### config.mk
export PLATFORM = sky130hd
export DESIGN_NAME = dsdf_window
export DESIGN_NICKNAME = d
export VERILOG_FILES = /design/src/hw/rtl/dsdf_pkg.sv /design/src/hw/rtl/dsdf_window.sv
export SDC_FILE = /design/constraint.sdc
export NUM_CORES = 1
export LEC_CHECK = 0
export BUFFER_PORTS_ARGS = -buffer_cell sky130_fd_sc_hd__buf_2
export CAP_MARGIN = 20
export CORE_MARGIN = 4
export CORE_UTILIZATION = 50
export DETAILED_ROUTE_END_ITERATION = 7
export GPL_TIMING_DRIVEN = 0
export PLACE_DENSITY = 0.65
export REMOVE_ABC_BUFFERS = 1
export SLEW_MARGIN = 40
export SYNTH_ARGS = -nofsm -noshare
export SYNTH_HDL_FRONTEND = slang
export SYNTH_SLANG_ARGS = --single-unit
export TNS_END_PERCENT = 5
### constraint.sdc
create_clock -name clk -period 6 [get_ports clk]
set_input_delay 1.2 -clock clk [delete_from_list [all_inputs] [get_ports clk]]
set_output_delay 1.2 -clock clk [all_outputs]
set_load 0.01 [all_outputs]
### src/hw/rtl/dsdf_pkg.sv
// Shared constants and types for the dust sensor density filter.
// No dependencies; compile first.
package dsdf_pkg;

  localparam int ADC_W              = 10;
  localparam int MV_W               = 16;
  localparam int DENS_W             = 14;
  localparam int OFFSET_W           = 16;
  localparam int WINDOW_LEN_DEFAULT = 10;

  localparam int ADC_MAX            = (1 << ADC_W) - 1;
  localparam logic [OFFSET_W-1:0] OFFSET_RESET = 16'd400;

  // Millivolts at full scale: 5000 mV times the divide-by-eleven front end.
  localparam int MV_FULL_SCALE = 55000;
  localparam int MV_FS_W       = 16;
  localparam int SCALED_W      = ADC_W + MV_FS_W;

  // Density is (voltage - offset) / 5, done as a reciprocal multiply.
  // Exact for any 16-bit dividend.
  localparam int DENS_RECIP_SHIFT = 19;
  localparam int DENS_RECIP_W     = 17;
  localparam logic [DENS_RECIP_W-1:0] DENS_RECIP = 17'd104858;
  localparam int DENS_PROD_W      = MV_W + DENS_RECIP_W;

  typedef struct packed {
    logic advance;  // pipeline moves one stage
    logic accept;   // input transfer this cycle
  } pipe_ctrl_t;

endpackage

### src/hw/rtl/dsdf_window.sv
// Boxcar window: sample store, running sum and fill state.
// Depends on dsdf_pkg.
module dsdf_window import dsdf_pkg::*; #(
  parameter int WINDOW_LEN = WINDOW_LEN_DEFAULT,
  parameter int SUM_W      = $clog2(ADC_MAX * WINDOW_LEN + 1)
) (
  input  logic             clk,
  input  logic             rst_n,
  input  pipe_ctrl_t       ctrl,
  input  logic [ADC_W-1:0] sample,
  output logic             sum_vld_r,
  output logic [SUM_W-1:0] sum_r,
  output logic             primed
);

  localparam int PTR_W = $clog2(WINDOW_LEN);

  logic [ADC_W-1:0] window_r [WINDOW_LEN];
  logic [PTR_W-1:0] ptr_r, ptr_nxt;
  logic [SUM_W-1:0] run_sum_r, run_sum_nxt;
  logic             primed_r;

  assign primed = primed_r;

  always_comb begin
    if (!primed_r) begin
      run_sum_nxt = SUM_W'(sample) * SUM_W'(WINDOW_LEN);
      ptr_nxt     = '0;
    end else begin
      run_sum_nxt = run_sum_r - SUM_W'(window_r[ptr_r]) + SUM_W'(sample);
      ptr_nxt     = (ptr_r == PTR_W'(WINDOW_LEN - 1)) ? '0 : ptr_r + 1'b1;
    end
  end

  // Control state.
  always_ff @(posedge clk) begin
    if (!rst_n) begin
      primed_r  <= 1'b0;
      ptr_r     <= '0;
      run_sum_r <= '0;
      sum_vld_r <= 1'b0;
    end else begin
      if (ctrl.accept) begin
        primed_r  <= 1'b1;
        ptr_r     <= ptr_nxt;
        run_sum_r <= run_sum_nxt;
      end
      if (ctrl.advance) begin
        sum_vld_r <= ctrl.accept;
      end
    end
  end

  // Window store and window sum register: the first sample fills every entry.
  always_ff @(posedge clk) begin
    if (ctrl.accept) begin
      for (int i = 0; i < WINDOW_LEN; i++) begin
        if (!primed_r || ptr_r == PTR_W'(i)) begin
          window_r[i] <= sample;
        end
      end
    end
    if (ctrl.advance && ctrl.accept) begin
      sum_r <= run_sum_nxt;
    end
  end

endmodule

==> impl_metrics.tcl, run 1 <==
set metrics [dict create \
    status "finished clean" \
    hold_buffers 0 \
    finalSetupViolations 0 \
    setup_tns_ns 0 \
    pwr_density_cell_nw_per_um2 352 \
    nets 583 \
    port_buffers 29 \
    io_pins 30 \
    grt_overflow_total 0 \
    grt_pass1_vias 4118 \
    routedWlPerCell_um 19.0 \
    slew_viol_final 0 \
    insertion_delay_ns 0.42 \
    track_usage 0.196 \
    first_pass_iters 4 \
    crit_type "reg -> reg" \
    synthSimpleGateAreaFrac 0.0612 \
    post-route-min-period_ns 4.25 \
    synth_edf_count 114 \
    hp-start "sum_vld_r" \
    cts_resized 0 \
    rrSetupSlack_ns 1.75 \
    cts_buffer_depth 2 \
    yosys_most_used_dff "edfxtp_1" \
    numCtsBuffers 17 \
    drt-met1-wl_mm 6.30 \
    synthArstFlopShare 0 \
    vias 4033 \
    drc_errors 0 \
    clkSinkCount 138 \
    slew_headroom 0.468 \
    leakagePower_nw 2.93 \
    synth_area_um2 6720 \
    finalCritPeriodShare 0.708 \
    wl_met2_mm 6.58 \
    rsz0062_at_grt "false" \
    die_w_um 124 \
    post_synth.cell_area_avg_um2 13.5 \
    dieArea_um2 15400 \
    wl_mm 13.6 \
    synth.distinct_cells 58 \
    htreeDepth 4 \
    muxShareOfSynthArea 0.0914 \
    fin_skew_ns 0.00747 \
    critical_path_required_ns 6.17 \
    arrival_ns 4.42 \
    gp_congestion 0.916 \
    synth-compound-area-share 0.114 \
    cp-end-kind "register" \
    syn_inst 499 \
    grt_max_degree 32 \
    cts_tree "yes" \
    max_slew.worst_pin.slew_ns 0.799 \
    ir_worst_vdd_uv 202 \
    antenna_left 0 \
    wl_met3_um 503 \
    root_buffer "clkbuf_16" \
    layout-drive-gt1-share 0.202 \
    area_growth_pct 14.0 \
    finish.utilization 0.581 \
    hold_depth 2 \
    grt_pass1_wl_mm 21.9 \
    crit_fanout 18 \
    drtIter0Drc 221 \
    antenna_found_initial 0 \
    start_kind "register" \
    core_area_um2 13200 \
    synth-seq-cells 138 \
    ys_seq_area_frac 0.581 \
    num_rows 42 \
    die_y_um 124 \
    start_util 0.510 \
    nFillCells 1057 \
    cts_setup_buffers 0 \
    top_layer "met4" \
    antennaDiodeCount 0 \
    rr_worst_depth 14 \
    synth_top_family_by_area "compound AO/OA/AOI/OAI gates" \
    clk_pin_slew_ns 0.06 \
    holdPathEnd "sum_vld_r" \
    hold_class "reg -> reg" \
    synth_warnings 0 \
    synth_fa_ha_area_frac 0.0886 \
    r2r_end "sum_r[12]" \
    maxCapViolations 0 \
    dpl.hpwl_mm 8.95 \
    hold_viol 0 \
    viasPerCell 5.63 \
    synth_xor_area_frac 0.0235 \
    max_freq_ghz 0.235 \
]
==> layout by cell type, fill, tap and decap left out, drive strengths merged, types with 19 or more instances in the layout <==
master / synthesis / final
dfxtp: 24 / 24
edfxtp: 114 / 114
clkbuf: 14 / 19
inv: 51 / 52
o21ai: 20 / 20
buf: 6 / 30
nor2: 19 / 19
a21oi: 36 / 36
nand2: 28 / 28
ha: 30 / 30
mux4: 20 / 20
==> final cells by class <==
type                            instances  area [µm²]  area share
Clock inverter                         12         150      0.0196
Tap cell                              176         220      0.0287
Sequential cell                       138        3910       0.510
Clock buffer                           19         433      0.0565
Timing Repair Buffer                   30         165      0.0216
Inverter                               51         191      0.0250
Multi-Input combinational cell        290        2590       0.338
==> registers in the layout, indices dropped and copies added (netlist names), named ones only <==
name	cells
run_sum_r	14
primed	1
sum_r	14
sum_vld_r	1
ptr_r	4
window_r	100
==> critical path, stage by stage (launching register included) <==
cell	delay (ns)
dfxtp_4	0.51
buf_12	0.23
mux4_2	0.53
nor2b_1	0.15
a211oi_1	0.32
a21oi_1	0.14
fa_1	0.52
inv_1	0.05
ha_1	0.37
a21oi_1	0.17
o21ai_1	0.11
a21o_1	0.21
a221oi_2	0.25
xnor2_1	0.13
mux2_2	0.27
==> synthesized netlist by cell type (all sizes together), types with 2 or more instances <==
library cell / number / share of area
a211o: 2 / 0.0028
mux2i: 13 / 0.019
a31oi: 5 / 0.0056
nor2b: 13 / 0.013
and2: 2 / 0.0019
mux4: 20 / 0.067
nand3: 7 / 0.0052
o21ba: 2 / 0.0030
nand2: 28 / 0.016
clkbuf: 14 / 0.0078
nand3b: 2 / 0.0022
o211ai: 2 / 0.0030
dfxtp: 24 / 0.071
a41oi: 2 / 0.0037
a211oi: 14 / 0.016
xor2: 7 / 0.0091
edfxtp: 114 / 0.51
a21o: 8 / 0.0089
or3: 2 / 0.0019
a311oi: 2 / 0.0026
o21ai: 20 / 0.015
nand2b: 2 / 0.0019
a21oi: 36 / 0.028
buf: 6 / 0.0041
o21bai: 2 / 0.0022
xnor2: 11 / 0.014
nor2: 19 / 0.011
a21boi: 2 / 0.0022
inv: 51 / 0.028
a221oi: 3 / 0.0048
o211a: 5 / 0.0074
nor3: 5 / 0.0045
mux2: 3 / 0.0050
ha: 30 / 0.056
fa: 11 / 0.033
==> per-layer routing <==
metal	GRT usage	up-vias
li1	-	1927
met1	0.264	2013
met2	0.308	76
met3	0.0550	17
met4	0.0684	0
met5	0	-
==> cell families (layout without fill, tap and decap cells) <==
group                      after synthesis  count (layout)
AOI/OAI and AO/OA                      112             112
adders and majority gates               41              41
xor gates and xnor gates                18              18
muxes                                   36              36
DFF                                    138             138
and+or+nand+nor                         83              83
buffers and inverters                   71             112
==> worst max-delay path by stage <==
stage	to	cells past startpoint
finish	sum_r[12]	14
global route	sum_r[12]	14
CTS	sum_r[12]	14
detailed placement	sum_r[12]	14
global placement	sum_r[12]	13
floorplan	sum_r[11]	13
==> power by group <==
part	switching [W]	total (W)	internal (W)	leakage (nW)
Combinational	0.000297	0.000511	0.000213	1.37
Clock	0.000393	0.00104	0.000649	0.282
Sequential	0.0000284	0.00115	0.00112	1.29
==> through the flow <==
step | cells | hold slack [ns] | total power, W | worst slack [ns] | instance area [µm²]
floorplan | 479 | 0.460 | 0.00154 | 1.45 | 6640
global placement | 684 | 0.465 | 0.00165 | 0.579 | 7010
detailed placement | 685 | 0.483 | 0.00167 | 1.72 | 7070
CTS | 716 | 0.495 | 0.00271 | 1.71 | 7660
global route | 716 | 0.528 | 0.00282 | 1.51 | 7660
finish | 716 | 0.494 | 0.00270 | 1.75 | 7660
Power figures use the tool's default switching activity.
==> run 2, diff against run 1 <==
- PLACE_DENSITY: 0.65 -> 0.67
- clock period: 6 -> 3.5 ns (I/O delays scaled with it)
==> impl_metrics.tcl, run 2 (synthesis gave the netlist of run 1 again) <==
set metrics [dict create \
    die_y_um 124 \
    grt_overflow_total 0 \
    track_usage 0.201 \
    status "finished with violations" \
    pre_cts_ws_ns -0.743 \
    arrival_ns 3.98 \
    hold_viol 0 \
    failed_checks "setup timing" \
    drt-met1-wl_mm 6.36 \
    antennaDiodeCount 0 \
    core_area_um2 13200 \
    crit_buf_inv 3 \
    finish.utilization 0.620 \
    viasPerCell 5.67 \
    crit_fanout 5 \
    port_buffers 29 \
    root_buffer "clkbuf_16" \
    nets 602 \
    fin_skew_ns 0.00708 \
    dieArea_um2 15400 \
    start_kind "register" \
    gp_congestion 0.896 \
    grt_pass1_wl_mm 22.4 \
    maxCapViolations 0 \
    critical-path-max-stage-delay_ns 0.54 \
    leakagePower_nw 3.10 \
    crit_top_cell "buf_12" \
    start_util 0.510 \
    antenna_found_initial 0 \
    layout_commonest_cell "edfxtp_1" \
    hold_buffers 0 \
    pwr_density_cell_nw_per_um2 591 \
    p_total_w 0.00483 \
    max_slew.worst_pin.slew_ns 0.804 \
    crit_chain "buf_12 > buf_12 > mux4_2 > nor2b_4 > a211oi_2 > a21oi_2 > fa_1 > inv_2 > ha_4 > a21oi_1 > o21ai_1 > a21o_1 > a221oi_2 > xnor2_1 > mux2_2" \
    antenna_left 0 \
    finalSetupViolations 20 \
    critical_path_required_ns 3.67 \
    slew_viol_final 0 \
    ir_worst_vdd_uv 340 \
    layout-drive-gt1-share 0.311 \
    top_layer "met4" \
    wl_met3_um 694 \
    crit_type "reg -> reg" \
    cp-end-kind "register" \
    slew_headroom 0.464 \
    rrSetupSlack_ns -0.32 \
    die_w_um 124 \
    drtIter0Drc 324 \
    hold_slack_ns 0.493 \
    wl_mm 14.4 \
    largest_register_ffs 100 \
    dpl.hpwl_mm 8.97 \
    grt_pass1_vias 4157 \
    drc_errors 0 \
    grt_max_degree 32 \
    crit_family "compound AO/OA/AOI/OAI gates" \
    largest-register "window_r" \
    first_pass_iters 5 \
    max_freq_ghz 0.262 \
    layout_setup_ws_ns -0.315 \
    hold_class "reg -> reg" \
    post-route-min-period_ns 3.82 \
    crit_slowest_cell "fa_1" \
    cts_tree "yes" \
    area_growth_pct 21.7 \
    insertion_delay_ns 0.42 \
    clkSinkCount 138 \
    clk_pin_slew_ns 0.06 \
    reg_top3 "window_r x100, run_sum_r x14, sum_r x14" \
    finalCritPeriodShare 1.09 \
    num_rows 42 \
    wl_met2_mm 6.98 \
    vias 4173 \
    routedWlPerCell_um 19.6 \
    rsz0062_at_grt "true" \
    htreeDepth 4 \
    cts_buffer_depth 2 \
    final_cell_mix "edfxtp_1, inv_1, buf_2, nand2_1, ha_1" \
    io_pins 30 \
    numCtsBuffers 17 \
]
[run 2: cell count changes in the layout (fill, tap and decap cells not counted), sizes merged]
cell,previous run,this run
clkinvlp,1,2
clkbuf,19,17
bufinv,3,2
inv,52,55
buf,30,49
[run 2: path summary, 6_finish.rpt]
kind | from | endpoint | depth (start not counted)
max | register | sum_r[12] | 15
min | sum_vld_r | sum_vld_r | 2
max reg2reg | register | sum_r[12] | 15
min reg2reg | sum_vld_r | sum_vld_r | 2
[run 2: layer usage]
metal,global-route usage,vias to the layer above
li1,-,1952
met1,0.272,2077
met2,0.311,111
met3,0.0527,33
met4,0.0869,0
met5,0,-
[run 2: tightest hold or removal path, cell delays in order (launching register included)]
cell and delay, ns:
dfxtp_1 0.33, a21oi_1 0.06, nor2_1 0.07
[run 2: final cells by class]
type	instances	area, µm²
fillers	953	5010
multi-input cells	290	2900
clock buffers	17	425
flip-flops and latches	138	3920
clock inverters	15	146
well taps	176	220
inverters	51	191
repair buffers	49	388
[run 2: power by group]
group          switching, W  internal [W]
combinational      0.000608      0.000527
clock              0.000693       0.00105
sequential        0.0000454       0.00191
total               0.00135       0.00349
[run 2: metrics by stage]
step / area (µm²) / setup TNS, ns / cells
floorplan: 6640 / -20.84 / 479
global placement: 7010 / -43.44 / 684
detailed placement: 7070 / -12.56 / 685
CTS: 7980 / -5.54 / 727
global route: 8180 / -5.91 / 736
finish: 8180 / -3.04 / 736
[run 2: what timing repair did]
| action | CTS | global route |
|---|---|---|
| setup buffers | 8 | 9 |
| gates resized for setup | 41 | 26 |
| endpoints found under the hold margin | 0 | 0 |
| setup endpoints to repair | 24 | 23 |
| gates cloned | 2 | 0 |
| pin swaps | 29 | 40 |
==> run 3, diff against run 2 <==
- CTS_BUF_LIST: unset -> sky130_fd_sc_hd__clkbuf_4 sky130_fd_sc_hd__clkbuf_8
- SETUP_SLACK_MARGIN: unset -> 0.3
==> impl_metrics.tcl, run 3 (synthesis gave the netlist of run 1 again) <==
set metrics [dict create \
    status "finished with violations" \
    failed_checks "setup timing" \
    max_slew.worst_pin.slew_ns 0.804 \
    rsz0062_at_grt "true" \
    rrSetupSlack_ns -0.34 \
    grt_pass1_wl_mm 22.5 \
    seqCellArea_um2 3920 \
    max_freq_ghz 0.260 \
    die_w_um 124 \
    reg_top3 "window_r x100, run_sum_r x14, sum_r x14" \
    grt_overflow_total 0 \
    fin_skew_ns 0.00683 \
    largest_register_ffs 100 \
    setup_tns_ns -4.45 \
    final_cell_mix "edfxtp_1, inv_1, buf_2, nand2_1, buf_4" \
    drc_errors 0 \
    layout_commonest_cell "edfxtp_1" \
    dieArea_um2 15400 \
    cp-end-kind "register" \
    vias 4232 \
    first_pass_iters 5 \
    track_usage 0.201 \
    clk_pin_slew_ns 0.08 \
    routedWlPerCell_um 19.3 \
    start_util 0.510 \
    core_area_um2 13200 \
    finalCritPeriodShare 1.10 \
    layout_setup_ws_ns -0.343 \
    antenna_found_initial 0 \
    cts_tree "yes" \
    dpl.hpwl_mm 8.97 \
    slew_headroom 0.464 \
    die_y_um 124 \
    pwr_density_cell_nw_per_um2 542 \
    drtIter0Drc 281 \
    r2r_end "sum_r[12]" \
    nets 616 \
    hold_viol 0 \
    viasPerCell 5.64 \
    critical_path_required_ns 3.71 \
    slew_viol_final 0 \
    layout-drive-gt1-share 0.343 \
    cts_buffer_depth 2 \
    ir_worst_vdd_uv 299 \
    crit_fanout 6 \
    maxCapViolations 0 \
    clkSinkCount 138 \
    antenna_left 0 \
    crit_type "reg -> reg" \
    pre_cts_ws_ns -0.743 \
    finalSetupViolations 22 \
    num_rows 42 \
    numCtsBuffers 17 \
    grt_pass1_vias 4145 \
    gp_congestion 0.896 \
    hold_class "reg -> reg" \
    port_buffers 29 \
    antennaDiodeCount 0 \
    htreeDepth 4 \
    hold_buffers 0 \
    worstSetupEndpoint "sum_r[12]" \
    largest-register "window_r" \
    wl_mm 14.5 \
    io_pins 30 \
    area_growth_pct 21.4 \
    arrival_ns 4.05 \
    grt_max_degree 32 \
    multi_input_area_um2 2950 \
    nFillCells 964 \
    start_kind "register" \
    post-route-min-period_ns 3.84 \
    rr_worst_depth 15 \
    leakagePower_nw 3.09 \
    root_buffer "clkbuf_8" \
    insertion_delay_ns 0.45 \
]
==> run 3: per-stage QoR <==
step | util | hold slack (ns) | std cells | total power (W) | instance area (µm²)
6_report | 0.619 | 0.499 | 750 | 0.00442 | 8160
5_1_grt | 0.619 | 0.537 | 750 | 0.00464 | 8160
4_1_cts | 0.595 | 0.496 | 731 | 0.00428 | 7850
2_1_floorplan | - | 0.460 | 479 | 0.00263 | 6640
3_5_place_dp | 0.536 | 0.476 | 685 | 0.00287 | 7070
3_3_place_gp | 0.531 | 0.468 | 684 | 0.00283 | 7010
==> run 3: what timing repair did <==
| action | in CTS | in global routing |
|---|---|---|
| gates cloned | 2 | 1 |
| resized for setup | 51 | 27 |
| pin swaps | 39 | 31 |
| endpoints found under the setup margin | 26 | 26 |
| buffers inserted | 12 | 18 |
| endpoints found under the hold margin | 0 | 0 |
==> run 3: cell type report <==
cell class | instances | share of cell area
clock buffers | 17 | 0.0287
clock inverters | 15 | 0.0179
inverters | 51 | 0.0235
multi-input cells | 290 | 0.361
flip-flops and latches | 138 | 0.480
well taps | 176 | 0.0270
repair buffers | 63 | 0.0621
==> run 3: worst min-delay path by stage <==
stage	to	slack, ns	startpoint	depth (start not counted)
floorplan	run_sum_r[0]	0.46	run_sum_r[0]	2
CTS	sum_vld_r	0.50	sum_vld_r	2
global placement	sum_vld_r	0.47	sum_vld_r	2
global route	sum_vld_r	0.54	sum_vld_r	2
detailed placement	sum_vld_r	0.48	sum_vld_r	2
finish	sum_vld_r	0.50	sum_vld_r	2
==> run 3: critical path, stage by stage (launching register included) <==
cell	delay [ns]
dfxtp_4	0.38
buf_12	0.12
buf_12	0.11
buf_16	0.12
mux4_2	0.51
a211oi_2	0.26
a21oi_2	0.08
fa_1	0.53
inv_1	0.06
ha_4	0.27
a21oi_1	0.15
o21ai_1	0.11
a21o_1	0.20
a221oi_2	0.28
xnor2_1	0.14
mux2_2	0.27
==> run 3: routing by layer <==
| metal | part of all wire | up-vias | wire [µm] | global-route usage |
|---|---|---|---|---|
| met3 | 0.041 | 27 | 592 | 0.0513 |
| met2 | 0.49 | 109 | 7070 | 0.315 |
| met4 | 0.023 | 0 | 336 | 0.0719 |
| met5 | 0 | - | 0 | 0 |
| met1 | 0.45 | 2122 | 6490 | 0.275 |
| li1 | - | 1974 | - | - |
==> run 3: power by group <==
group / switching [W] / leakage, nW / internal, W
Clock: 0.000637 / 0.192 / 0.000631
Sequential: 0.0000439 / 1.29 / 0.00191
Combinational: 0.000641 / 1.61 / 0.000556
Total: 0.00132 / 3.09 / 0.00310
