**config.mk**
```make
export PLATFORM = sky130hd
export DESIGN_NAME = dsdf_convert
export DESIGN_NICKNAME = d
export VERILOG_FILES = /design/src/hw/rtl/dsdf_pkg.sv /design/src/hw/rtl/dsdf_convert.sv
export SDC_FILE = /design/constraint.sdc
export NUM_CORES = 1
export LEC_CHECK = 0
export ABC_AREA = 1
export BUFFER_PORTS_ARGS = -buffer_cell sky130_fd_sc_hd__buf_2
export CAP_MARGIN = 10
export CORE_AREA = 2 2 222 246
export CTS_CLUSTER_SIZE = 20
export DETAILED_ROUTE_END_ITERATION = 12
export DIE_AREA = 0 0 224 248
export GPL_ROUTABILITY_DRIVEN = 0
export PLACE_DENSITY = 0.5
export SLEW_MARGIN = 20
export SYNTH_ARGS = -nofsm -noshare
export SYNTH_HDL_FRONTEND = slang
export SYNTH_SLANG_ARGS = --single-unit
```
**constraint.sdc**
```tcl
create_clock -name clk -period 13.83 [get_ports clk]
set_input_delay 0.6915 -clock clk [delete_from_list [all_inputs] [get_ports clk]]
set_output_delay 0.6915 -clock clk [all_outputs]
set_load 0.05 [all_outputs]
```
**src/hw/rtl/dsdf_pkg.sv**
```systemverilog
// Shared constants and types for the dust sensor density filter.
// No dependencies; compile first.
package dsdf_pkg;

  localparam int ADC_W              = 10;
  localparam int MV_W               = 16;
  localparam int DENS_W             = 14;
  localparam int OFFSET_W           = 16;
  localparam int WINDOW_LEN_DEFAULT = 10;

  localparam int ADC_MAX            = (1 << ADC_W) - 1;
  localparam logic [OFFSET_W-1:0] OFFSET_RESET = 16'd400;

  // Millivolts at full scale: 5000 mV times the divide-by-eleven front end.
  localparam int MV_FULL_SCALE = 55000;
  localparam int MV_FS_W       = 16;
  localparam int SCALED_W      = ADC_W + MV_FS_W;

  // Density is (voltage - offset) / 5, done as a reciprocal multiply.
  // Exact for any 16-bit dividend.
  localparam int DENS_RECIP_SHIFT = 19;
  localparam int DENS_RECIP_W     = 17;
  localparam logic [DENS_RECIP_W-1:0] DENS_RECIP = 17'd104858;
  localparam int DENS_PROD_W      = MV_W + DENS_RECIP_W;

  typedef struct packed {
    logic advance;  // pipeline moves one stage
    logic accept;   // input transfer this cycle
  } pipe_ctrl_t;

endpackage

```
**src/hw/rtl/dsdf_convert.sv**
```systemverilog
// Mean, millivolt and density stages behind the window sum.
// Depends on dsdf_pkg.
module dsdf_convert import dsdf_pkg::*; #(
  parameter int WINDOW_LEN = WINDOW_LEN_DEFAULT,
  parameter int SUM_W      = $clog2(ADC_MAX * WINDOW_LEN + 1)
) (
  input  logic                clk,
  input  logic                rst_n,
  input  logic                advance,
  input  logic                sum_vld,
  input  logic [SUM_W-1:0]    sum,
  input  logic [OFFSET_W-1:0] offset_mv,
  output logic                out_vld_r,
  output logic [ADC_W-1:0]    avg_r,
  output logic [MV_W-1:0]     volt_r,
  output logic [DENS_W-1:0]   dens_r
);

  // Reciprocal of the window length, exact for any sum below 2^SUM_W.
  localparam int MEAN_SHIFT = SUM_W + $clog2(WINDOW_LEN);
  localparam int MEAN_RECIP = ((1 << MEAN_SHIFT) + WINDOW_LEN - 1) / WINDOW_LEN;
  localparam int RECIP_W    = $clog2(MEAN_RECIP + 1);
  localparam int MPROD_W    = SUM_W + RECIP_W;

  logic                   b_vld_r, c_vld_r;
  logic [ADC_W-1:0]       b_avg_r, c_avg_r;
  logic [MV_W-1:0]        c_volt_r, c_diff_r;
  logic [MPROD_W-1:0]     mean_prod;
  logic [SCALED_W-1:0]    scaled;
  logic [MV_W-1:0]        volt;
  logic [DENS_PROD_W-1:0] dens_prod;

  assign mean_prod = MPROD_W'(sum) * MPROD_W'(MEAN_RECIP);
  assign scaled    = SCALED_W'(b_avg_r) * SCALED_W'(MV_FULL_SCALE);
  assign volt      = scaled[SCALED_W-1 -: MV_W];
  assign dens_prod = DENS_PROD_W'(c_diff_r) * DENS_PROD_W'(DENS_RECIP);

  always_ff @(posedge clk) begin
    if (!rst_n) begin
      b_vld_r   <= 1'b0;
      c_vld_r   <= 1'b0;
      out_vld_r <= 1'b0;
    end else if (advance) begin
      b_vld_r   <= sum_vld;
      c_vld_r   <= b_vld_r;
      out_vld_r <= c_vld_r;
    end
  end

  always_ff @(posedge clk) begin
    if (advance) begin
      b_avg_r  <= mean_prod[MEAN_SHIFT +: ADC_W];
      c_avg_r  <= b_avg_r;
      c_volt_r <= volt;
      // Clamp below the offset so density reads zero.
      c_diff_r <= (volt >= offset_mv) ? volt - offset_mv : '0;
      avg_r    <= c_avg_r;
      volt_r   <= c_volt_r;
      dens_r   <= dens_prod[DENS_RECIP_SHIFT +: DENS_W];
    end
  end

endmodule
```
==> run summary, run 1 <==
The worst hold endpoint is volt_r[8]. For the final number of hold-violating endpoints, the log shows 0. The number of nets with antenna violations after detailed routing was 0; the number of buffers created by CTS was 9. The wire-length estimate of the detail-placed layout is 34700 um. Global-route wire length before repair: 64800 um.

The worst hold path begins at c_volt_r[8]. Via count of the first global-routing pass: 12.7k. In the final timing run, aggregate negative setup slack is 0 ns.

Measured against its own limit, the worst slew margin works out to 52.1%. Data arrives at the worst endpoint at 6.02 ns. Worst hold path depth: 0. The via-per-instance ratio came out at 4.52. The count of buffers added by post-CTS timing repair for setup came out at 0. Dividing the final minimum period by the clock period gives 42.7%. For this run, the number of Yosys warnings is 0. Along the worst path, the maximum fanout reaches 5.

Leaving out fill and tap cells, the most frequent cells in the layout are 431 x sky130_fd_sc_hd__inv_1, 360 x sky130_fd_sc_hd__nand2_1, 309 x sky130_fd_sc_hd__ha_1. Setup repair after global routing left no endpoint under its margin. In the final layout, the share of cells above drive strength 1 is 7.61%. For this run, the register share of the synthesized area comes to 17.9%. Clock tree synthesis selected as its root buffer the cell sky130_fd_sc_hd__clkbuf_16.

The final-stage net count was 2440; the area overhead of the layout relative to synthesis was 9.62%. In this run, synthesis inferred 92 flip-flops with an integrated enable. Post-synthesis cell type with the largest combined area: sky130_fd_sc_hd__ha_1. The run gives 5 as the detailed-routing iteration count for the pre-antenna-repair pass.

After floorplanning, the core was sized to cover 0.0531 mm2. Among all flip-flop cells after synthesis, the most frequent one is sky130_fd_sc_hd__edfxtp_1. In this run the critical register-to-register path is launched from b_avg_r[1].

The die is 248 um tall. In the final routed layout, each cell accounts on average for 15.0 um. In this run the mean area of a mapped cell was 8.62 um2. The flow ran to the end, and the final reports show no timing, DRC or antenna violations. TritonCTS built the clock tree. For this configuration, the core starts out at a cell density of 29.7%.

The clock reaches the later pin of the worst-skew pair after 0.39 ns. The largest net degree at the start of global routing was 52; the number of clock sinks seen by CTS was 95. The critical path is of the flip-flop to flip-flop type.

After clock tree synthesis, the clock-pin slew on the worst setup and hold paths is 0.09 ns. 75 I/O pins were placed. In this run the critical register-to-register path is captured at c_diff_r[14].

The shortest period the worst path allows works out to 5.90 ns. The die covers 0.0556 mm2. The clock tree synthesis step divided the H-tree into 3 levels. The worst setup path is captured at a flip-flop. Counting distinct cell types in the post-synthesis netlist gives 34. Total wire length: 39100 um.

The tools report the maximum clock frequency as 169 MHz. Path class of the lowest-slack min-delay path: flip-flop to flip-flop. Number of hold-repair buffers added at the cts stage: 0. The startpoint of the worst setup timing path is b_avg_r[1]. Setup violations remaining at the end of the flow were counted as 0. The logs give 7.93 ns for the register-to-register path setup slack and 11.8k for the routed via count. The transition time at the pin with the least slew margin came out at 0.718 ns. The worst setup path is launched from a flip-flop. Counting the fill cells in the layout gives 5560. The run gives 0 as the post-cts gate resize count. When the netlist entered floorplanning its net count stood at 2355. After synthesis the cells add up to 0.0158 mm2. The logic depth of the worst register-to-register path came out at 24. For the worst setup path, the data required time is 13.95 ns. The number of antenna violations at the first check in global routing came out at 0. The number of synthesized register bits came out at 95.

The max-slew violation total from the final report is 0, and the aggregate global routing overflow is 0. Counting flops with an async set or reset pin after synthesis yields a share of 0%. On the final layout, the worst clock skew is 0.0171 ns. The initialized floorplan defines 89 standard-cell rows. Global routing used 14.9% of the available tracks across all layers. After detailed routing, the number of remaining DRC violations is 0.

The number of buffers between clock root and the deepest sink is 2, and the fraction of synthesized cell area taken by the top area cell type is 24.5%. The commonest non-fill, non-tap cell in the layout is sky130_fd_sc_hd__inv_1. The logs give 1829 for the number of instances in the synthesized netlist and 0 for the max-cap check violation count. By area the synthesized netlist is led by sky130_fd_sc_hd__ha_1 25%, sky130_fd_sc_hd__fa_1 23%, sky130_fd_sc_hd__edfxtp_1 18%. The diode insertion count for antenna repair was 0; the x dimension of the die was 224 um. The initial detailed-routing violation count is 486. The number of input and output port buffers inserted was 74.
sequential cells by signal, indices dropped and copies added (netlist names):
name,cells
c_diff_r,16
b_avg_r,10
c_vld_r,1
out_vld_r,1
dens_r,14
c_avg_r,10
avg_r,10
b_vld_r,1
c_volt_r,16
volt_r,16
routing by layer:
layer	vias to the layer above	global-route usage (%)	wire, um
li1	5937	-	-
met3	33	1.52	680
met1	5678	17.9	17000
met5	-	0	0
met2	113	28.2	20800
met4	0	4.04	609
stage by stage:
stage / utilization (%) / setup slack [ns] / instances / hold slack, ns / instance area [um2]
floorplan: - / 8.67 / 1829 / 0.400 / 15800
global placement: 32.0 / 7.95 / 2585 / 0.409 / 17000
detailed placement: 32.0 / 7.94 / 2585 / 0.405 / 17000
CTS: 32.5 / 7.91 / 2601 / 0.421 / 17300
global route: 32.5 / 7.56 / 2601 / 0.425 / 17300
finish: 32.5 / 7.93 / 2601 / 0.418 / 17300
kinds of logic (layout without fill, tap and decap cells):
logic type               after synthesis  count (layout)  synth area share, %
AO/OA/AOI/OAI                        156             156                 5.38
XOR/XNOR                              29              29                 1.61
adder cells (fa/ha/maj)              492             492                 47.8
buffers and inverters                449             539                 10.8
flip-flops                            95              95                 17.9
AND/OR/NAND/NOR                      608             608                 16.5
critical path, stage by stage (launching register included):
cell	delay (ns)
sky130_fd_sc_hd__edfxtp_1	0.42
sky130_fd_sc_hd__ha_1	0.30
sky130_fd_sc_hd__inv_1	0.10
sky130_fd_sc_hd__fa_1	0.60
sky130_fd_sc_hd__inv_1	0.06
sky130_fd_sc_hd__ha_1	0.32
sky130_fd_sc_hd__fa_1	0.48
sky130_fd_sc_hd__inv_1	0.05
sky130_fd_sc_hd__fa_1	0.47
sky130_fd_sc_hd__inv_1	0.04
sky130_fd_sc_hd__ha_1	0.33
sky130_fd_sc_hd__a21oi_1	0.33
sky130_fd_sc_hd__nand2_1	0.17
sky130_fd_sc_hd__xor2_1	0.39
sky130_fd_sc_hd__ha_1	0.23
sky130_fd_sc_hd__inv_1	0.06
sky130_fd_sc_hd__fa_1	0.42
sky130_fd_sc_hd__nand3_1	0.11
sky130_fd_sc_hd__nand2_2	0.08
sky130_fd_sc_hd__nand2_1	0.08
sky130_fd_sc_hd__nand2_2	0.08
sky130_fd_sc_hd__nand3_2	0.09
sky130_fd_sc_hd__nand2_1	0.05
sky130_fd_sc_hd__nor2_1	0.24
sky130_fd_sc_hd__a21oi_1	0.13
Yosys cell counts (2+ instances only):
library cell,number
sky130_fd_sc_hd__nand2_1,360
sky130_fd_sc_hd__o21ai_0,34
sky130_fd_sc_hd__fa_1,183
sky130_fd_sc_hd__nand3b_1,2
sky130_fd_sc_hd__edfxtp_1,92
sky130_fd_sc_hd__nor3_1,9
sky130_fd_sc_hd__a21boi_0,3
sky130_fd_sc_hd__a21o_1,3
sky130_fd_sc_hd__dfxtp_1,3
sky130_fd_sc_hd__inv_1,431
sky130_fd_sc_hd__o21a_1,3
sky130_fd_sc_hd__nor2_1,101
sky130_fd_sc_hd__ha_1,309
sky130_fd_sc_hd__o21bai_1,14
sky130_fd_sc_hd__nor2_2,9
sky130_fd_sc_hd__and2_1,5
sky130_fd_sc_hd__nor2_4,3
sky130_fd_sc_hd__nand2_2,20
sky130_fd_sc_hd__nand3_1,70
sky130_fd_sc_hd__xor2_1,21
sky130_fd_sc_hd__inv_2,16
sky130_fd_sc_hd__nor3_2,4
sky130_fd_sc_hd__xnor2_1,8
sky130_fd_sc_hd__a21oi_1,89
sky130_fd_sc_hd__o21ai_1,7
sky130_fd_sc_hd__nand4_1,22
how the worst max path moves through the flow:
stage	end	slack, ns	cells after the start
finish	c_diff_r[14]	7.93	24
global route	c_diff_r[14]	7.56	24
CTS	c_diff_r[14]	7.91	22
detailed placement	c_diff_r[14]	7.94	22
global placement	c_diff_r[14]	7.95	24
floorplan	c_diff_r[1]	8.67	23
cell type report:
type | count | area, um2 | share of cell area [%]
clock buffers | 9 | 225 | 1.30
clock inverters | 7 | 76.3 | 0.442
inverters | 448 | 1680 | 9.74
multi-input cells | 1285 | 11200 | 65.0
flip-flops and latches | 95 | 2820 | 16.3
well taps | 682 | 853 | 4.94
repair buffers | 75 | 380 | 2.20
Power of run 1 is left out: the tool's default activity adds up to more than one toggle a clock period on the data nets, which glitch-free logic cannot reach.
==> run 2, diff against run 1 <==
Clock period 13.83 ns to 5.57 ns, I/O delays scaled along.
==> run summary, run 2 (synthesis results as in run 1) <==
Data on the critical path arrives at its endpoint at 5.51 ns. The tools report the launch point of the worst hold path as sum_vld. After detailed placement, the total cell area comes to 0.0173 mm2. From left edge to right edge, the die measures 224 um.

Summing all flip-flop and latch instances after layout gives 0.00282 mm2. 0 antenna diodes ended up in the layout. After floorplanning, the core was divided into 89 placement rows. The run gives 12.0k as the routed via count. For the worst-skew pair, the clock arrives at the later sink with an insertion delay of 0.40 ns.

Of the available clock period, the critical path in the final layout requires 96.4%. The critical path goes through ha_4 > inv_1 > fa_1 > fa_1 > fa_1 > inv_1 > fa_1 > ha_4 > nand2_2 > nor2_2 > nand3_1 > nand3_4 > xor2_2 > ha_1 > a21oi_1 > nor2_1 > nor2_2 > nand2_2 > nand3_4 > nand3b_4 > nand2_2 > inv_1. The cell at the slowest stage of the critical path is sky130_fd_sc_hd__fa_1.

At the end of the flow, the number of nets in the layout was 2495. Counting both buffers and inverters, the worst setup path holds a total of 3. The library cells used most frequently in the layout, excluding fill and tap cells, are 426 x sky130_fd_sc_hd__inv_1, 342 x sky130_fd_sc_hd__nand2_1, 281 x sky130_fd_sc_hd__ha_1. The tightest hold path in the finished design has a slack of 0.147 ns.

The total core area was 0.0531 mm2. At the pin with the least slew margin, the transition time is 0.675 ns. The total wire length is 40000 um. For this block, the initial DRC count from the detailed router was 518.

The tools report the total of endpoints with negative setup slack in the final report as 0. The library cell used most frequently in the layout, excluding fill and tap cells, is sky130_fd_sc_hd__inv_1. The clock tree root driver cell was sky130_fd_sc_hd__clkbuf_16. Clock-pin slew was measured on the worst setup and hold paths at 0.07 ns. The run gives 0 as the number of antenna violations at the first check in global routing.

TritonCTS built the clock tree. The die extent in y is 248 um. The critical path in this run is classified as flip-flop to flip-flop.

The largest net degree at the start of global routing is 52. The kind of cell adding the most delay to the critical path is adder cells. The max-cap check violation count was 0.

The tools report the number of buffers created by CTS as 9. The wire length per cell after detailed routing was 15.1 um. The tools report the final number of hold-violating endpoints as 0. STA classifies the critical path endpoint as a flip-flop. From synthesis to final layout, the design area changed by 15.8%.

The largest registers in the layout are c_diff_r x16, c_volt_r x16, volt_r x16. After layout, the minimum clock period comes to 5.37 ns. For hold timing, the worst endpoint is b_vld_r. In the routed layout, each cell is associated on average with a via count of 4.51. Derived from the worst setup path, the maximum achievable clock frequency is 186 MHz.

The worst hold path depth was 3. The die covers 0.0556 mm2. The total of fill cells in the finished design came out at 5428.

In the final layout, the share of cells above drive strength 1 is 14.7%. Across every metal layer, demand over resource in global routing totals 15.0%. The tree built by TritonCTS fans out to 95 sinks. After detailed routing, the number of remaining DRC violations is 0. In this run the remaining antenna-violating nets after routing total 0. Buffers placed on the I/O ports in this run total 74. The tools report the via count of the first global-routing pass as 13.0k.

The tools report the launching point of the worst reg2reg path as b_avg_r[5]. The logs give 29.7% for the initial core utilization and 3 for the level count of the clock H-tree. The logs give 55.0% for the worst slew margin relative to its limit and 0.20 ns for the register-to-register path setup slack. The worst endpoint required time is 5.71 ns. The maximum single-stage delay on the critical path was 0.56 ns. The clock arrives with 0.0316 ns of skew. The number of cells on the worst reg-to-reg path is 22. The first global-routing pass estimated 65300 um of wire.

The aggregate global routing overflow is 0. Detailed placement finished with a half-perimeter wire length of 34800 um. In the final layout, the multi-input gates occupy 0.0118 mm2.

After routing the design area is 0.0183 mm2. The tools report the capture point of the worst reg-to-reg path as c_diff_r[10]. STA classifies the critical path startpoint as a flip-flop. Counting along the longest clock path gives a buffer depth of 2. Top-level port count: 75. The top fanout value on the critical path works out to 7. Counting stages on the worst path, the most repeated cell is sky130_fd_sc_hd__fa_1.

The run finished with clean final reports. For the max-slew violation total from the final report, the log shows 0. Detailed-routing iteration count for the pre-antenna-repair pass: 5. The path class of the tightest hold or removal check is primary input to flip-flop.
## run 2: cell count changes in the layout (fill, tap and decap cells not counted), sizes merged
cell	change
bufinv	-1
inv	+1
clkinv	-2
buf	+54
nand3b	+1
clkbuf	+1
## run 2: how the worst max path moves through the flow
| stage | cells after the start | startpoint | slack (ns) | endpoint |
|---|---|---|---|---|
| 2_1_floorplan | 23 | b_avg_r[5] | 0.41 | c_diff_r[1] |
| 3_3_place_gp | 24 | b_avg_r[2] | -0.11 | c_diff_r[11] |
| 3_5_place_dp | 24 | b_avg_r[2] | -0.12 | c_diff_r[10] |
| 4_1_cts | 24 | b_avg_r[3] | 0.00004 | c_diff_r[15] |
| 5_1_grt | 26 | b_avg_r[1] | -0.02 | c_diff_r[10] |
| 6_report | 22 | b_avg_r[5] | 0.20 | c_diff_r[10] |
## run 2: layout make-up
class                   instances  share of cell area (%)
flip-flops and latches         95                    15.5
multi-input cells            1286                    64.9
inverters                     448                    9.21
repair buffers                129                    4.30
well taps                     682                    4.68
clock inverters                 5                   0.233
clock buffers                  10                    1.25
## run 2: metal layers
layer | wire length [um] | GRT usage (%) | share of wire (%)
met1 | 17200 | 17.7 | 43
met2 | 21100 | 28.5 | 53
met3 | 895 | 1.83 | 2.2
met4 | 843 | 4.20 | 2.1
met5 | 0 | 0 | 0
## run 2: stage by stage
stage                     setup slack [ns]  TNS [ns]  instances  utilization [%]
after floorplan                      0.413         0       1829                -
after global placement              -0.109     -1.17       2623             32.5
after detailed placement            -0.122     -1.42       2623             32.5
after CTS                        0.0000355         0       2647             33.3
after global routing               -0.0233   -0.0913       2655             34.4
final                                0.200         0       2655             34.4
## run 2: what timing repair did
action | CTS | global route
hold buffers | 0 | 0
setup buffers | 8 | 8
pin swaps | 1 | 21
gates resized for setup | 11 | 101
cloned | 1 | 0
endpoints found under the setup margin | 16 | 16
## run 2: worst reg2reg max path, stage by stage, from the launching register on
cell and delay, ns:
sky130_fd_sc_hd__edfxtp_1 0.50, sky130_fd_sc_hd__ha_4 0.33, sky130_fd_sc_hd__inv_1 0.05, sky130_fd_sc_hd__fa_1 0.56, sky130_fd_sc_hd__fa_1 0.44, sky130_fd_sc_hd__fa_1 0.49
sky130_fd_sc_hd__inv_1 0.05, sky130_fd_sc_hd__fa_1 0.48, sky130_fd_sc_hd__ha_4 0.31, sky130_fd_sc_hd__nand2_2 0.09, sky130_fd_sc_hd__nor2_2 0.14, sky130_fd_sc_hd__nand3_1 0.16
sky130_fd_sc_hd__nand3_4 0.14, sky130_fd_sc_hd__xor2_2 0.22, sky130_fd_sc_hd__ha_1 0.28, sky130_fd_sc_hd__a21oi_1 0.17, sky130_fd_sc_hd__nor2_1 0.07, sky130_fd_sc_hd__nor2_2 0.09
sky130_fd_sc_hd__nand2_2 0.09, sky130_fd_sc_hd__nand3_4 0.11, sky130_fd_sc_hd__nand3b_4 0.18, sky130_fd_sc_hd__nand2_2 0.12, sky130_fd_sc_hd__inv_1 0.04
Power of run 2 is left out for the same reason.
==> run 3, diff against run 2 <==
Settings changed: CELL_PAD_IN_SITES_DETAIL_PLACEMENT set to 1, CELL_PAD_IN_SITES_GLOBAL_PLACEMENT set to 2, PLACE_DENSITY 0.5 to 0.69.
==> run summary, run 3 (synthesis results as in run 1) <==
The flow ran to the end, and the final reports show no timing, DRC or antenna violations. The path class of the tightest hold or removal check is primary input to flip-flop. Setup violations remaining at the end of the flow were counted as 0. The largest net degree at the start of global routing is 63. The run gives 0.12 ns as the register-to-register path setup slack. The logs give 0 for the aggregate global routing overflow and 184 MHz for the maximum clock frequency. The x dimension of the die is 224 um. The max-slew violation total from the final report was 0.

The die extent in y is 248 um. Half-perimeter wire length after detailed placement: 39500 um. TritonCTS built the clock tree.

For this run, design rule violations remaining after detail routing come to 0. At the worst endpoint, the required time is 5.73 ns. The core region is 0.0531 mm2. Top fanout value on the critical path: 7. The critical path is of the flip-flop to flip-flop type. The library cells used most frequently in the layout, excluding fill and tap cells, are 425 x sky130_fd_sc_hd__inv_1, 338 x sky130_fd_sc_hd__nand2_1, 277 x sky130_fd_sc_hd__ha_1. The sequential cells in the finished layout cover a total of 0.00282 mm2. The number of nets with antenna violations after detailed routing was 0.

The largest registers in the layout are c_diff_r x16, c_volt_r x16, volt_r x16. Kind of start point of the critical path: a flip-flop. In the final design database the tool counted 2532 nets. After clock tree synthesis, the clock-pin slew on the worst setup and hold paths is 0.08 ns. The worst endpoint data arrival time was 5.60 ns. The number of input and output port buffers inserted is 74. The number of antenna violations at the first check in global routing is 0. After the first detailed-routing iteration, the DRC count stood at 333. The area overhead of the layout relative to synthesis was 18.3%; the via-per-instance ratio was 4.56. The transition time at the pin with the least slew margin works out to 0.906 ns.

During I/O placement, the number of pins put on the boundary was 75. The detailed-routing iteration count for the pre-antenna-repair pass was 4; the logic depth of the worst register-to-register path was 26. For the maximum clock skew at final layout, the log shows 0.0166 ns. The filler cells instantiated in the layout total 6235. In this run, CTS created clock tree buffers numbering 9. The global-route wire length before repair came out at 72500 um. The run gives 13.8k as the via count of the first global-routing pass. The initial core utilization is 29.7%, and the post-layout worst setup margin is 0.122 ns. The longest clock path from root to sink contains 2 buffers. In the final routed layout, each cell accounts on average for 16.6 um.

The commonest non-fill, non-tap cell in the layout is sky130_fd_sc_hd__inv_1. The final critical path takes up 97.8% of the cycle. Summed over all layers, the routed wires come to 44600 um. For this design, the sink count on the clock tree is 95. The tree is rooted in a sky130_fd_sc_hd__clkbuf_16. The floorplan has 89 rows. The worst hold path depth was 3; the post-place setup slack was -0.144 ns. For the clock latency on the worst-skew pair, the log shows 0.40 ns. STA classifies the critical path endpoint as a flip-flop. The H-tree generated during clock tree synthesis spans 3 levels. The multi-input combinational cells in the finished layout cover a total of 0.0119 mm2.

The shortest period the worst path allows is 5.45 ns, and the global-route total usage across every layer is 16.8%. Across the run, the number of max-cap violations was 0. Setup repair after global routing could not meet its margin everywhere. The worst register-to-register path ends at c_diff_r[10]. For the final number of hold-violating endpoints, the log shows 0. Launching point of the worst reg2reg path: b_avg_r[2].

Share of final-layout standard cells stronger than drive strength 1: 17.6%. 0 antenna diodes ended up in the layout. The floorplan die area is 0.0556 mm2.

Routed via count: 12.3k. The worst hold path begins at sum_vld. For the number of hold-repair buffers added at the cts stage, the log shows 0.

For hold timing, the worst endpoint is b_vld_r. For the worst slew margin relative to its limit, the log shows 39.6%.
[run 3: metal layers]
| layer | global-route usage (%) | part of all wire (%) | up-vias |
|---|---|---|---|
| met3 | 1.83 | 1.6 | 34 |
| met1 | 19.6 | 42 | 6054 |
| li1 | - | - | 6115 |
| met4 | 4.14 | 1.7 | 0 |
| met5 | 0 | 0 | - |
| met2 | 32.6 | 55 | 79 |
[run 3: stage by stage]
stage / cells / cell area (um2) / utilization [%] / hold WS [ns] / TNS [ns]
after floorplan: 1829 / 15800 / - / 0.391 / 0
after global placement: 2650 / 17500 / 32.9 / 0.406 / -0.673
after detailed placement: 2650 / 17500 / 32.9 / 0.406 / -1.94
after CTS: 2670 / 17900 / 33.6 / 0.118 / 0
after global routing: 2693 / 18600 / 35.1 / 0.149 / -1.25
final: 2693 / 18600 / 35.1 / 0.124 / 0
[run 3: worst max-delay path, stage by stage (launching register included)]
cell                       delay, ns
sky130_fd_sc_hd__edfxtp_1       0.45
sky130_fd_sc_hd__buf_6          0.16
sky130_fd_sc_hd__ha_4           0.16
sky130_fd_sc_hd__inv_1          0.08
sky130_fd_sc_hd__fa_2           0.45
sky130_fd_sc_hd__buf_4          0.15
sky130_fd_sc_hd__fa_1           0.54
sky130_fd_sc_hd__fa_1           0.43
sky130_fd_sc_hd__fa_1           0.50
sky130_fd_sc_hd__inv_2          0.05
sky130_fd_sc_hd__ha_4           0.31
sky130_fd_sc_hd__nand4_1        0.23
sky130_fd_sc_hd__inv_1          0.11
sky130_fd_sc_hd__nand2_1        0.07
sky130_fd_sc_hd__nand2_2        0.09
sky130_fd_sc_hd__nand2_2        0.07
sky130_fd_sc_hd__nand2_1        0.06
sky130_fd_sc_hd__nand2_1        0.05
sky130_fd_sc_hd__nand2_2        0.12
sky130_fd_sc_hd__ha_4           0.23
sky130_fd_sc_hd__a21oi_4        0.16
sky130_fd_sc_hd__o21ai_2        0.08
sky130_fd_sc_hd__a21oi_2        0.19
sky130_fd_sc_hd__buf_6          0.15
sky130_fd_sc_hd__nand3b_4       0.15
sky130_fd_sc_hd__nand2_1        0.10
sky130_fd_sc_hd__inv_1          0.04
[run 3: final cells by class]
| cell class | count | area share [%] |
|---|---|---|
| Sequential cell | 95 | 15.1 |
| Timing Repair Buffer | 166 | 5.74 |
| Multi-Input combinational cell | 1286 | 63.9 |
| Inverter | 448 | 9.02 |
| Tap cell | 682 | 4.58 |
| Clock buffer | 9 | 1.21 |
| Clock inverter | 7 | 0.436 |
[run 3: worst max-delay path by stage]
stage,start,end,depth (start not counted)
after floorplan,b_avg_r[5],c_diff_r[1],23
after global placement,b_avg_r[6],c_diff_r[11],22
after detailed placement,b_avg_r[3],c_diff_r[10],24
after CTS,b_avg_r[5],c_diff_r[10],23
after global routing,b_avg_r[2],c_diff_r[10],26
final,b_avg_r[2],c_diff_r[10],26
[run 3: repair_timing]
item,4_1_cts,5_1_grt
cloned,1,0
buffers inserted,3,23
resized for setup,12,119
setup endpoints to repair,16,22
pin swaps,3,31
Power of run 3 is left out for the same reason.
